`config.mk`:
```
export PLATFORM = sky130hd
export DESIGN_NAME = recovery_phase_sequencer
export DESIGN_NICKNAME = d
export VERILOG_FILES = /design/src/rps_pkg.sv /design/src/rps_cfg.sv /design/src/rps_core.sv /design/src/recovery_phase_sequencer.sv
export SDC_FILE = /design/constraint.sdc
export NUM_CORES = 1
export LEC_CHECK = 0
export BUFFER_PORTS_ARGS = -buffer_cell sky130_fd_sc_hd__clkbuf_2
export CORE_MARGIN = 5
export CORE_UTILIZATION = 65
export CTS_BUF_LIST = sky130_fd_sc_hd__clkbuf_8
export CTS_CLUSTER_SIZE = 12
export DETAILED_ROUTE_END_ITERATION = 10
export PLACE_DENSITY = 0.86
export REMOVE_ABC_BUFFERS = 1
export SLEW_MARGIN = 20
export SYNTH_ARGS = -nofsm -noshare
export SYNTH_HDL_FRONTEND = slang
export SYNTH_SLANG_ARGS = --single-unit
```
`constraint.sdc`:
```
create_clock -name clk -period 11.9 [get_ports clk]
set_input_delay 1.19 -clock clk [delete_from_list [all_inputs] [get_ports clk]]
set_output_delay 1.19 -clock clk [all_outputs]
set_load 0.005 [all_outputs]
```
`src/rps_pkg.sv`:
```
`timescale 1ns / 1ps

package rps_pkg;

    localparam int unsigned CFG_DATA_W  = 32;
    localparam int unsigned CFG_INDEX_W = 3;

    // Configuration register indexes
    localparam logic [CFG_INDEX_W-1:0] REG_LINK_BUDGET    = 3'd0;
    localparam logic [CFG_INDEX_W-1:0] REG_SESSION_BUDGET = 3'd1;
    localparam logic [CFG_INDEX_W-1:0] REG_CONFIRM_BUDGET = 3'd2;
    localparam logic [CFG_INDEX_W-1:0] REG_HEALTHY_TOTAL  = 3'd3;
    localparam logic [CFG_INDEX_W-1:0] REG_NO_RELAY_TOTAL = 3'd4;
    localparam logic [CFG_INDEX_W-1:0] REG_CONFIRMS       = 3'd5;

    // Reset values of the configuration registers
    localparam logic [31:0] RST_LINK_BUDGET    = 32'd30000;
    localparam logic [31:0] RST_SESSION_BUDGET = 32'd30000;
    localparam logic [31:0] RST_CONFIRM_BUDGET = 32'd15000;
    localparam logic [31:0] RST_HEALTHY_TOTAL  = 32'd120000;
    localparam logic [31:0] RST_NO_RELAY_TOTAL = 32'd300000;
    localparam logic [7:0]  RST_CONFIRMS       = 8'd3;

    typedef enum logic [1:0] {
        OP_BEGIN   = 2'd0,
        OP_OBSERVE = 2'd1,
        OP_REPORT  = 2'd2
    } op_t;

    typedef enum logic [2:0] {
        PH_IDLE      = 3'd0,
        PH_LINK      = 3'd1,
        PH_SESSION   = 3'd2,
        PH_CONFIRM   = 3'd3,
        PH_SUCCEEDED = 3'd4,
        PH_FAILED    = 3'd5
    } phase_t;

    typedef enum logic [2:0] {
        ACT_NONE          = 3'd0,
        ACT_CONTINUE      = 3'd1,
        ACT_REQUEST       = 3'd2,
        ACT_COMMIT        = 3'd3,
        ACT_RESTORE_RELAY = 3'd4,
        ACT_SEARCH_RELAY  = 3'd5
    } action_t;

    typedef enum logic [2:0] {
        WHY_NONE           = 3'd0,
        WHY_TOTAL          = 3'd1,
        WHY_LINK           = 3'd2,
        WHY_SESSION        = 3'd3,
        WHY_CONFIRM        = 3'd4,
        WHY_RESTORE_FAILED = 3'd5,
        WHY_SUCCEEDED      = 3'd6
    } reason_t;

    typedef struct packed {
        logic [1:0]  op;
        logic [63:0] now_ms;
        logic        start_mode;
        logic        link_ready;
        logic        session_ready;
        logic        check_passed;
        logic        restore_ok;
    } item_t;

    typedef struct packed {
        logic [2:0]  phase_now;
        logic [2:0]  action;
        logic        is_terminal;
        logic [2:0]  end_reason;
        logic [7:0]  confirm_count;
        logic [63:0] phase_deadline;
        logic [63:0] total_deadline;
    } result_t;

    typedef struct packed {
        logic [31:0] link_phase_budget;
        logic [31:0] session_phase_budget;
        logic [31:0] confirm_phase_budget;
        logic [31:0] healthy_mode_total_budget;
        logic [31:0] no_relay_total_budget;
        logic [7:0]  confirmations_needed;
    } cfg_t;

    // Deadline arithmetic: time plus budget, clamped at all ones
    function automatic logic [63:0] sat_add(input logic [63:0] t, input logic [31:0] b);
        logic [64:0] s;
        s = {1'b0, t} + {33'b0, b};
        return s[64] ? '1 : s[63:0];
    endfunction

    function automatic reason_t timeout_reason(input phase_t ph);
        reason_t r;
        case (ph)
            PH_LINK:    r = WHY_LINK;
            PH_SESSION: r = WHY_SESSION;
            PH_CONFIRM: r = WHY_CONFIRM;
            default:    r = WHY_TOTAL;
        endcase
        return r;
    endfunction

endpackage

```
`src/rps_cfg.sv`:
```
`timescale 1ns / 1ps

module rps_cfg (
    input  logic                               clk,
    input  logic                               rst_n,
    input  logic                               cfg_we,
    input  logic [rps_pkg::CFG_INDEX_W-1:0]    cfg_index,
    input  logic [rps_pkg::CFG_DATA_W-1:0]     cfg_data,
    output rps_pkg::cfg_t                      cfg
);

    rps_pkg::cfg_t cfg_reg;

    always_ff @(posedge clk or negedge rst_n)
    begin
        if (!rst_n)
        begin
            cfg_reg.link_phase_budget         <= rps_pkg::RST_LINK_BUDGET;
            cfg_reg.session_phase_budget      <= rps_pkg::RST_SESSION_BUDGET;
            cfg_reg.confirm_phase_budget      <= rps_pkg::RST_CONFIRM_BUDGET;
            cfg_reg.healthy_mode_total_budget <= rps_pkg::RST_HEALTHY_TOTAL;
            cfg_reg.no_relay_total_budget     <= rps_pkg::RST_NO_RELAY_TOTAL;
            cfg_reg.confirmations_needed      <= rps_pkg::RST_CONFIRMS;
        end
        else if (cfg_we)
        begin
            case (cfg_index)
                rps_pkg::REG_LINK_BUDGET:    cfg_reg.link_phase_budget    <= cfg_data;
                rps_pkg::REG_SESSION_BUDGET: cfg_reg.session_phase_budget <= cfg_data;
                rps_pkg::REG_CONFIRM_BUDGET: cfg_reg.confirm_phase_budget <= cfg_data;
                rps_pkg::REG_HEALTHY_TOTAL:  cfg_reg.healthy_mode_total_budget <= cfg_data;
                rps_pkg::REG_NO_RELAY_TOTAL: cfg_reg.no_relay_total_budget <= cfg_data;
                rps_pkg::REG_CONFIRMS:       cfg_reg.confirmations_needed <= cfg_data[7:0];
                default: ;  // unmapped index, write dropped
            endcase
        end
    end

    assign cfg = cfg_reg;

endmodule

```
`src/rps_core.sv`:
```
`timescale 1ns / 1ps

module rps_core (
    input  logic              clk,
    input  logic              rst_n,
    input  logic              step_en,
    input  rps_pkg::item_t    item,
    input  rps_pkg::cfg_t     cfg,
    output rps_pkg::result_t  res
);

    rps_pkg::phase_t  phase_reg,  phase_next;
    logic             mode_reg,   mode_next;
    rps_pkg::reason_t reason_reg, reason_next;
    logic [7:0]       confirm_reg, confirm_next;
    logic             pending_reg, pending_next;
    logic [63:0]      pdl_reg,    pdl_next;
    logic [63:0]      tdl_reg,    tdl_next;

    rps_pkg::action_t act;
    logic             fail;
    rps_pkg::reason_t fail_why;
    logic             enter_confirm;
    logic             dl_load;
    logic [31:0]      dl_budget;
    logic             at_dl;
    logic [7:0]       cnt_inc;

    assign at_dl   = (item.now_ms == pdl_reg);
    assign cnt_inc = (confirm_reg == 8'hFF) ? confirm_reg : confirm_reg + 8'd1;

    always_comb
    begin
        phase_next    = phase_reg;
        mode_next     = mode_reg;
        reason_next   = reason_reg;
        confirm_next  = confirm_reg;
        pending_next  = pending_reg;
        tdl_next      = tdl_reg;
        act           = rps_pkg::ACT_NONE;
        fail          = 1'b0;
        fail_why      = rps_pkg::WHY_TOTAL;
        enter_confirm = 1'b0;
        dl_load       = 1'b0;
        dl_budget     = cfg.link_phase_budget;

        case (item.op)
            rps_pkg::OP_BEGIN:
            begin
                mode_next    = item.start_mode;
                reason_next  = rps_pkg::WHY_NONE;
                confirm_next = '0;
                pending_next = 1'b0;
                tdl_next     = rps_pkg::sat_add(item.now_ms,
                                   item.start_mode ? cfg.no_relay_total_budget
                                                   : cfg.healthy_mode_total_budget);
                phase_next   = rps_pkg::PH_LINK;
                dl_load      = 1'b1;
                dl_budget    = cfg.link_phase_budget;
                act          = rps_pkg::ACT_CONTINUE;
            end
            rps_pkg::OP_OBSERVE:
            begin
                if (!(phase_reg inside {rps_pkg::PH_LINK, rps_pkg::PH_SESSION,
                                        rps_pkg::PH_CONFIRM}))
                begin
                    act = pending_reg ? rps_pkg::ACT_REQUEST : rps_pkg::ACT_NONE;
                end
                else if (item.now_ms >= tdl_reg)
                begin
                    fail     = 1'b1;
                    fail_why = rps_pkg::WHY_TOTAL;
                end
                else if (item.now_ms > pdl_reg)
                begin
                    fail     = 1'b1;
                    fail_why = rps_pkg::timeout_reason(phase_reg);
                end
                else
                begin
                    // from here on now is at or before the phase deadline
                    act      = rps_pkg::ACT_CONTINUE;
                    fail_why = rps_pkg::timeout_reason(phase_reg);
                    case (phase_reg)
                        rps_pkg::PH_LINK:
                        begin
                            if (item.link_ready && item.session_ready)
                                enter_confirm = 1'b1;
                            else if (item.link_ready)
                            begin
                                phase_next = rps_pkg::PH_SESSION;
                                dl_load    = 1'b1;
                                dl_budget  = cfg.session_phase_budget;
                            end
                            else
                                fail = at_dl;
                        end
                        rps_pkg::PH_SESSION:
                        begin
                            if (!item.link_ready)
                            begin
                                if (at_dl)
                                    fail = 1'b1;
                                else
                                begin
                                    confirm_next = '0;
                                    phase_next   = rps_pkg::PH_LINK;
                                    dl_load      = 1'b1;
                                    dl_budget    = cfg.link_phase_budget;
                                end
                            end
                            else if (item.session_ready)
                                enter_confirm = 1'b1;
                            else
                                fail = at_dl;
                        end
                        rps_pkg::PH_CONFIRM:
                        begin
                            if (!item.link_ready || !item.session_ready)
                            begin
                                if (at_dl)
                                    fail = 1'b1;
                                else
                                begin
                                    confirm_next = '0;
                                    dl_load      = 1'b1;
                                    if (!item.link_ready)
                                    begin
                                        phase_next = rps_pkg::PH_LINK;
                                        dl_budget  = cfg.link_phase_budget;
                                    end
                                    else
                                    begin
                                        phase_next = rps_pkg::PH_SESSION;
                                        dl_budget  = cfg.session_phase_budget;
                                    end
                                end
                            end
                            else if (item.check_passed)
                            begin
                                confirm_next = cnt_inc;
                                if (cnt_inc >= cfg.confirmations_needed)
                                begin
                                    pending_next = 1'b1;
                                    act          = rps_pkg::ACT_REQUEST;
                                end
                                else
                                    fail = at_dl;
                            end
                            else
                            begin
                                confirm_next = '0;
                                fail         = at_dl;
                            end
                        end
                        default: act = rps_pkg::ACT_NONE;
                    endcase

                    // reaching confirm restarts the count; a passed check counts once
                    if (enter_confirm)
                    begin
                        phase_next   = rps_pkg::PH_CONFIRM;
                        dl_load      = 1'b1;
                        dl_budget    = cfg.confirm_phase_budget;
                        confirm_next = {7'b0, item.check_passed};
                        if (item.check_passed && cfg.confirmations_needed <= 8'd1)
                        begin
                            pending_next = 1'b1;
                            act          = rps_pkg::ACT_REQUEST;
                        end
                    end
                end
            end
            rps_pkg::OP_REPORT:
            begin
                if (pending_reg)
                begin
                    pending_next = 1'b0;
                    if (item.now_ms >= tdl_reg)
                    begin
                        fail     = 1'b1;
                        fail_why = rps_pkg::WHY_TOTAL;
                    end
                    else if (!item.restore_ok)
                    begin
                        fail     = 1'b1;
                        fail_why = rps_pkg::WHY_RESTORE_FAILED;
                    end
                    else
                    begin
                        phase_next  = rps_pkg::PH_SUCCEEDED;
                        reason_next = rps_pkg::WHY_SUCCEEDED;
                        act         = rps_pkg::ACT_COMMIT;
                    end
                end
            end
            default: act = rps_pkg::ACT_NONE;
        endcase

        if (fail)
        begin
            phase_next   = rps_pkg::PH_FAILED;
            reason_next  = fail_why;
            pending_next = 1'b0;
            act          = mode_reg ? rps_pkg::ACT_SEARCH_RELAY : rps_pkg::ACT_RESTORE_RELAY;
        end
    end

    assign pdl_next = dl_load ? rps_pkg::sat_add(item.now_ms, dl_budget) : pdl_reg;

    always_ff @(posedge clk or negedge rst_n)
    begin
        if (!rst_n)
        begin
            phase_reg   <= rps_pkg::PH_IDLE;
            mode_reg    <= 1'b0;
            reason_reg  <= rps_pkg::WHY_NONE;
            confirm_reg <= '0;
            pending_reg <= 1'b0;
            pdl_reg     <= '0;
            tdl_reg     <= '0;
        end
        else if (step_en)
        begin
            phase_reg   <= phase_next;
            mode_reg    <= mode_next;
            reason_reg  <= reason_next;
            confirm_reg <= confirm_next;
            pending_reg <= pending_next;
            pdl_reg     <= pdl_next;
            tdl_reg     <= tdl_next;
        end
    end

    always_comb
    begin
        res.phase_now      = phase_next;
        res.action         = act;
        res.is_terminal    = (phase_next == rps_pkg::PH_SUCCEEDED) ||
                             (phase_next == rps_pkg::PH_FAILED);
        res.end_reason     = reason_next;
        res.confirm_count  = confirm_next;
        res.phase_deadline = pdl_next;
        res.total_deadline = tdl_next;
    end

endmodule

```
`src/recovery_phase_sequencer.sv`:
```
`timescale 1ns / 1ps

// Channel   Direction  Signals                              Carries
// item      in         item_valid, item_ready, item         one event transaction
// result    out        result_valid, result_ready, result   one result per event
// cfg       in         cfg_we, cfg_index, cfg_data          budget / threshold writes
//
// Each event goes through two register stages: an input register, then the
// sequencing logic (two 64-bit saturating adds plus compares) into the result
// register. Throughput is one transaction per cycle while results are taken.
// The phase state updates as the event moves into the result register, so the
// following event sees the new state. Reset is asynchronous, active low:
// phase idle, deadlines zero, budgets at defaults. A stalled result holds both
// stages; the input keeps accepting while its register is empty.

module recovery_phase_sequencer (
    input  logic                               clk,
    input  logic                               rst_n,

    input  logic                               item_valid,
    output logic                               item_ready,
    input  rps_pkg::item_t                     item,

    output logic                               result_valid,
    input  logic                               result_ready,
    output rps_pkg::result_t                   result,

    input  logic                               cfg_we,
    input  logic [rps_pkg::CFG_INDEX_W-1:0]    cfg_index,
    input  logic [rps_pkg::CFG_DATA_W-1:0]     cfg_data
);

    rps_pkg::cfg_t    cfg;
    rps_pkg::item_t   item_reg;
    logic             item_valid_reg;
    rps_pkg::result_t result_reg;
    logic             result_valid_reg;
    rps_pkg::result_t core_res;
    logic             advance;

    // Event in the input register moves on when the result slot is free or draining
    assign advance    = item_valid_reg && (!result_valid_reg || result_ready);
    assign item_ready = !item_valid_reg || advance;

    rps_cfg u_cfg (
        .clk       (clk),
        .rst_n     (rst_n),
        .cfg_we    (cfg_we),
        .cfg_index (cfg_index),
        .cfg_data  (cfg_data),
        .cfg       (cfg)
    );

    rps_core u_core (
        .clk     (clk),
        .rst_n   (rst_n),
        .step_en (advance),
        .item    (item_reg),
        .cfg     (cfg),
        .res     (core_res)
    );

    // Input stage control
    always_ff @(posedge clk or negedge rst_n)
    begin
        if (!rst_n)
            item_valid_reg <= 1'b0;
        else if (item_ready)
            item_valid_reg <= item_valid;
    end

    // Input stage payload, no reset needed
    always_ff @(posedge clk)
    begin
        if (item_valid && item_ready)
            item_reg <= item;
    end

    // Result stage control
    always_ff @(posedge clk or negedge rst_n)
    begin
        if (!rst_n)
            result_valid_reg <= 1'b0;
        else if (advance)
            result_valid_reg <= 1'b1;
        else if (result_ready)
            result_valid_reg <= 1'b0;
    end

    always_ff @(posedge clk)
    begin
        if (advance)
            result_reg <= core_res;
    end

    assign result_valid = result_valid_reg;
    assign result       = result_reg;

endmodule
```
==> results.json <==
{
  "endpoint_kind": "flop",
  "postCtsSetupBuffers": 0,
  "initial_core_util_pct": 65.7,
  "cp.required_ns": 12.39,
  "vias": 24200,
  "grt_max_degree": 123,
  "avgSynthCellArea_um2": 10.7,
  "post-place-ws_ns": 3.98,
  "crit_type": "flop to flop",
  "switchingPower_uw": 2450,
  "setup_ws_ns": 3.79,
  "routed_wl_mm": 91.3,
  "fin_crit_sh_pct": 68.1,
  "ys.flop_type": "dfrtp_1",
  "crit_arrival_ns": 8.60,
  "core-area_um2": 45300,
  "skew_ns": 0.0357,
  "synthesis.instances": 2790,
  "synth.distinct_cells": 80,
  "synth_edf_count": 217,
  "diodes": 0,
  "via_per_inst": 6.51,
  "tns_ns": 0,
  "overflow": 0,
  "largest_register_ffs": 168,
  "insertion_delay_ns": 0.69,
  "nets": 3361,
  "fin_crit_ns": 8.11,
  "drive_gt1_share_pct": 24.0,
  "p_seq_share_pct": 40.5,
  "start_kind": "flop",
  "track_usage_pct": 35.7,
  "cts_made_buffers": 88,
  "cts_hold_buf": 0,
  "ir_drop_v": 0.000126,
  "antenna_found_initial": 0,
  "clk_pin_slew_ns": 0.06,
  "ios": 259,
  "ys_warn_count": 0,
  "rsz0062_at_grt": "no",
  "hold_path.class": "flop to flop",
  "gp_congestion": 1.03,
  "hold-path-cell-count": 1,
  "cts_tree": "built",
  "drc_errors": 0,
  "slew_violations": 0,
  "drtPass1Iterations": 8,
  "hold_violations": 0,
  "wl_per_cell_um": 24.6,
  "setup_violations": 0,
  "clock_sinks": 531,
  "yosysSeqAreaShare_pct": 48.5,
  "final_common_cell": "dfrtp_1",
  "combPwrFrac_pct": 34.4,
  "grt_pass1_wl_mm": 140,
  "syn_to_final_growth_pct": 12.5,
  "max_cap_viol_count": 0,
  "status": "finished clean",
  "portBuffers": 258,
  "cp_max_fo": 38,
  "slew_headroom_pct": 22.1,
  "internal-power_uw": 4240,
  "fmax_mhz": 123,
  "h-tree-depth": 3,
  "layout_common_cells": "dfrtp_1 (276), mux2_2 (261), clkbuf_2 (257)",
  "hold-worst-slack_ns": 0.501,
  "power_density_nw_per_um2": 200,
  "ys_async_sr_fraction_pct": 59.1,
  "cts_resized": 0,
  "syn_area_um2": 29700,
  "dpl.hpwl_mm": 61.3,
  "final_antenna_net_count": 0,
  "worst_slew_pin_slew_ns": 1.17,
  "synth_seq_cells": 531,
  "grt_pass1_vias": 24500,
  "fp.dieW_um": 224,
  "p_clk_share_pct": 25.1,
  "cts.root.buffer_cell": "clkbuf_8",
  "row_count": 78,
  "switching_share_pct": 36.6,
  "p_leak_uw": 0.0146,
  "dieArea_um2": 50100,
  "drt_iter0_drc": 2436,
  "die_y_um": 224,
  "cts_max_path_buffers": 3,
  "reg2reg_depth": 27
}
area by class of cell:
type	count	area, um2
well taps	600	751
clock buffers	108	1490
fillers	3161	11800
inverters	170	643
multi-input cells	1963	14300
flip-flops and latches	531	14400
clock inverters	56	345
repair buffers	289	1540
through the flow:
| stage | util [%] | total power (uW) | cell area (um2) | instances |
|---|---|---|---|---|
| global placement | 69.8 | 4850 | 31600 | 3553 |
| global route | 73.9 | 7060 | 33500 | 3717 |
| CTS | 73.9 | 6650 | 33500 | 3717 |
| finish | 73.9 | 6690 | 33500 | 3717 |
| detailed placement | 69.8 | 4960 | 31600 | 3553 |
| floorplan | - | 4160 | 29200 | 2664 |
worst max-delay path: stages, from the launching register on:
cell,delay [ns]
edfxtp_1,0.51
ha_1,0.37
nand4_1,0.18
or4_1,0.65
nand3b_1,0.27
o21ai_0,0.23
a2111oi_2,0.10
a21oi_2,0.41
nor2_1,0.19
nand2_2,0.10
buf_4,0.48
or3_1,0.20
buf_4,0.41
o2bb2ai_1,0.18
ha_1,0.25
inv_1,0.07
fa_1,0.39
nand2b_1,0.20
a21oi_1,0.25
o31ai_1,0.20
a211o_1,0.30
and3_1,0.23
o31ai_2,0.22
buf_4,0.36
and2_1,0.29
buf_4,0.40
nor2_1,0.15
a21oi_1,0.28
cells in the mapped netlist (all sizes together), types with 20 or more instances:
cell,number,area (um2)
a31oi,36,225
a21o,43,323
xnor2,69,604
nand2b,33,206
a22oi,102,766
inv,169,634
buf,20,96.4
a21oi,247,1240
dfrtp,276,6910
dfstp,38,998
o21ai,137,686
nor2,244,923
o2bb2ai,36,315
mux2,261,2940
clkbuf,106,398
nor3,30,161
ha,205,2560
nand2,165,622
edfxtp,217,6520
nand3,39,195
nand4,48,300
power by group through the flow:
| stage | Combinational, uW | Clock [uW] | Sequential, uW |
|---|---|---|---|
| final | 2300 | 1680 | 2710 |
| after global routing | 2520 | 1780 | 2750 |
| after CTS | 2260 | 1690 | 2700 |
| after detailed placement | 2230 | 0 | 2730 |
| after global placement | 2160 | 0 | 2690 |
| after floorplan | 1520 | 0 | 2640 |
final timing paths:
| path | startpoint | endpoint | slack (ns) |
|---|---|---|---|
| worst max-delay path | item_reg[64]$_DFFE_PP_ | result[74]$_DFFE_PP_ | 3.79 |
| worst min-delay path | u_cfg.cfg[33]$_DFFE_PN0P_ | u_cfg.cfg[33]$_DFFE_PN0P_ | 0.50 |
| worst min register to register | u_cfg.cfg[33]$_DFFE_PN0P_ | u_cfg.cfg[33]$_DFFE_PN0P_ | 0.50 |
| max in group asynchronous | rst_n | u_cfg.cfg[94]$_DFFE_PN0P_ | 8.94 |
| min in group asynchronous | rst_n | item_valid_reg$_DFFE_PN0N_ | 0.55 |
| worst max register to register | item_reg[64]$_DFFE_PP_ | result[74]$_DFFE_PP_ | 3.79 |
logic make-up (layout without fill, tap and decap cells):
kind of cell    count (synthesis)  after routing  share of synthesized area (%)
compound gates                742            742                           15.8
simple gates                  656            656                           10.3
flops                         531            531                           48.5
buf+inv                       296            623                           3.81
mux                           270            270                           10.2
fa+ha+maj                     207            207                           8.76
xor+xnor                       88             88                           2.59
per-layer routing:
| layer | up-vias | share of wire [%] | global-route usage, % |
|---|---|---|---|
| met5 | - | 0 | 0 |
| met2 | 1451 | 46 | 56.9 |
| li1 | 10800 | - | - |
| met3 | 307 | 9.6 | 6.63 |
| met1 | 11700 | 39 | 48.0 |
| met4 | 0 | 4.9 | 16.3 |
Note: power is estimated with default switching activity, not from simulation.
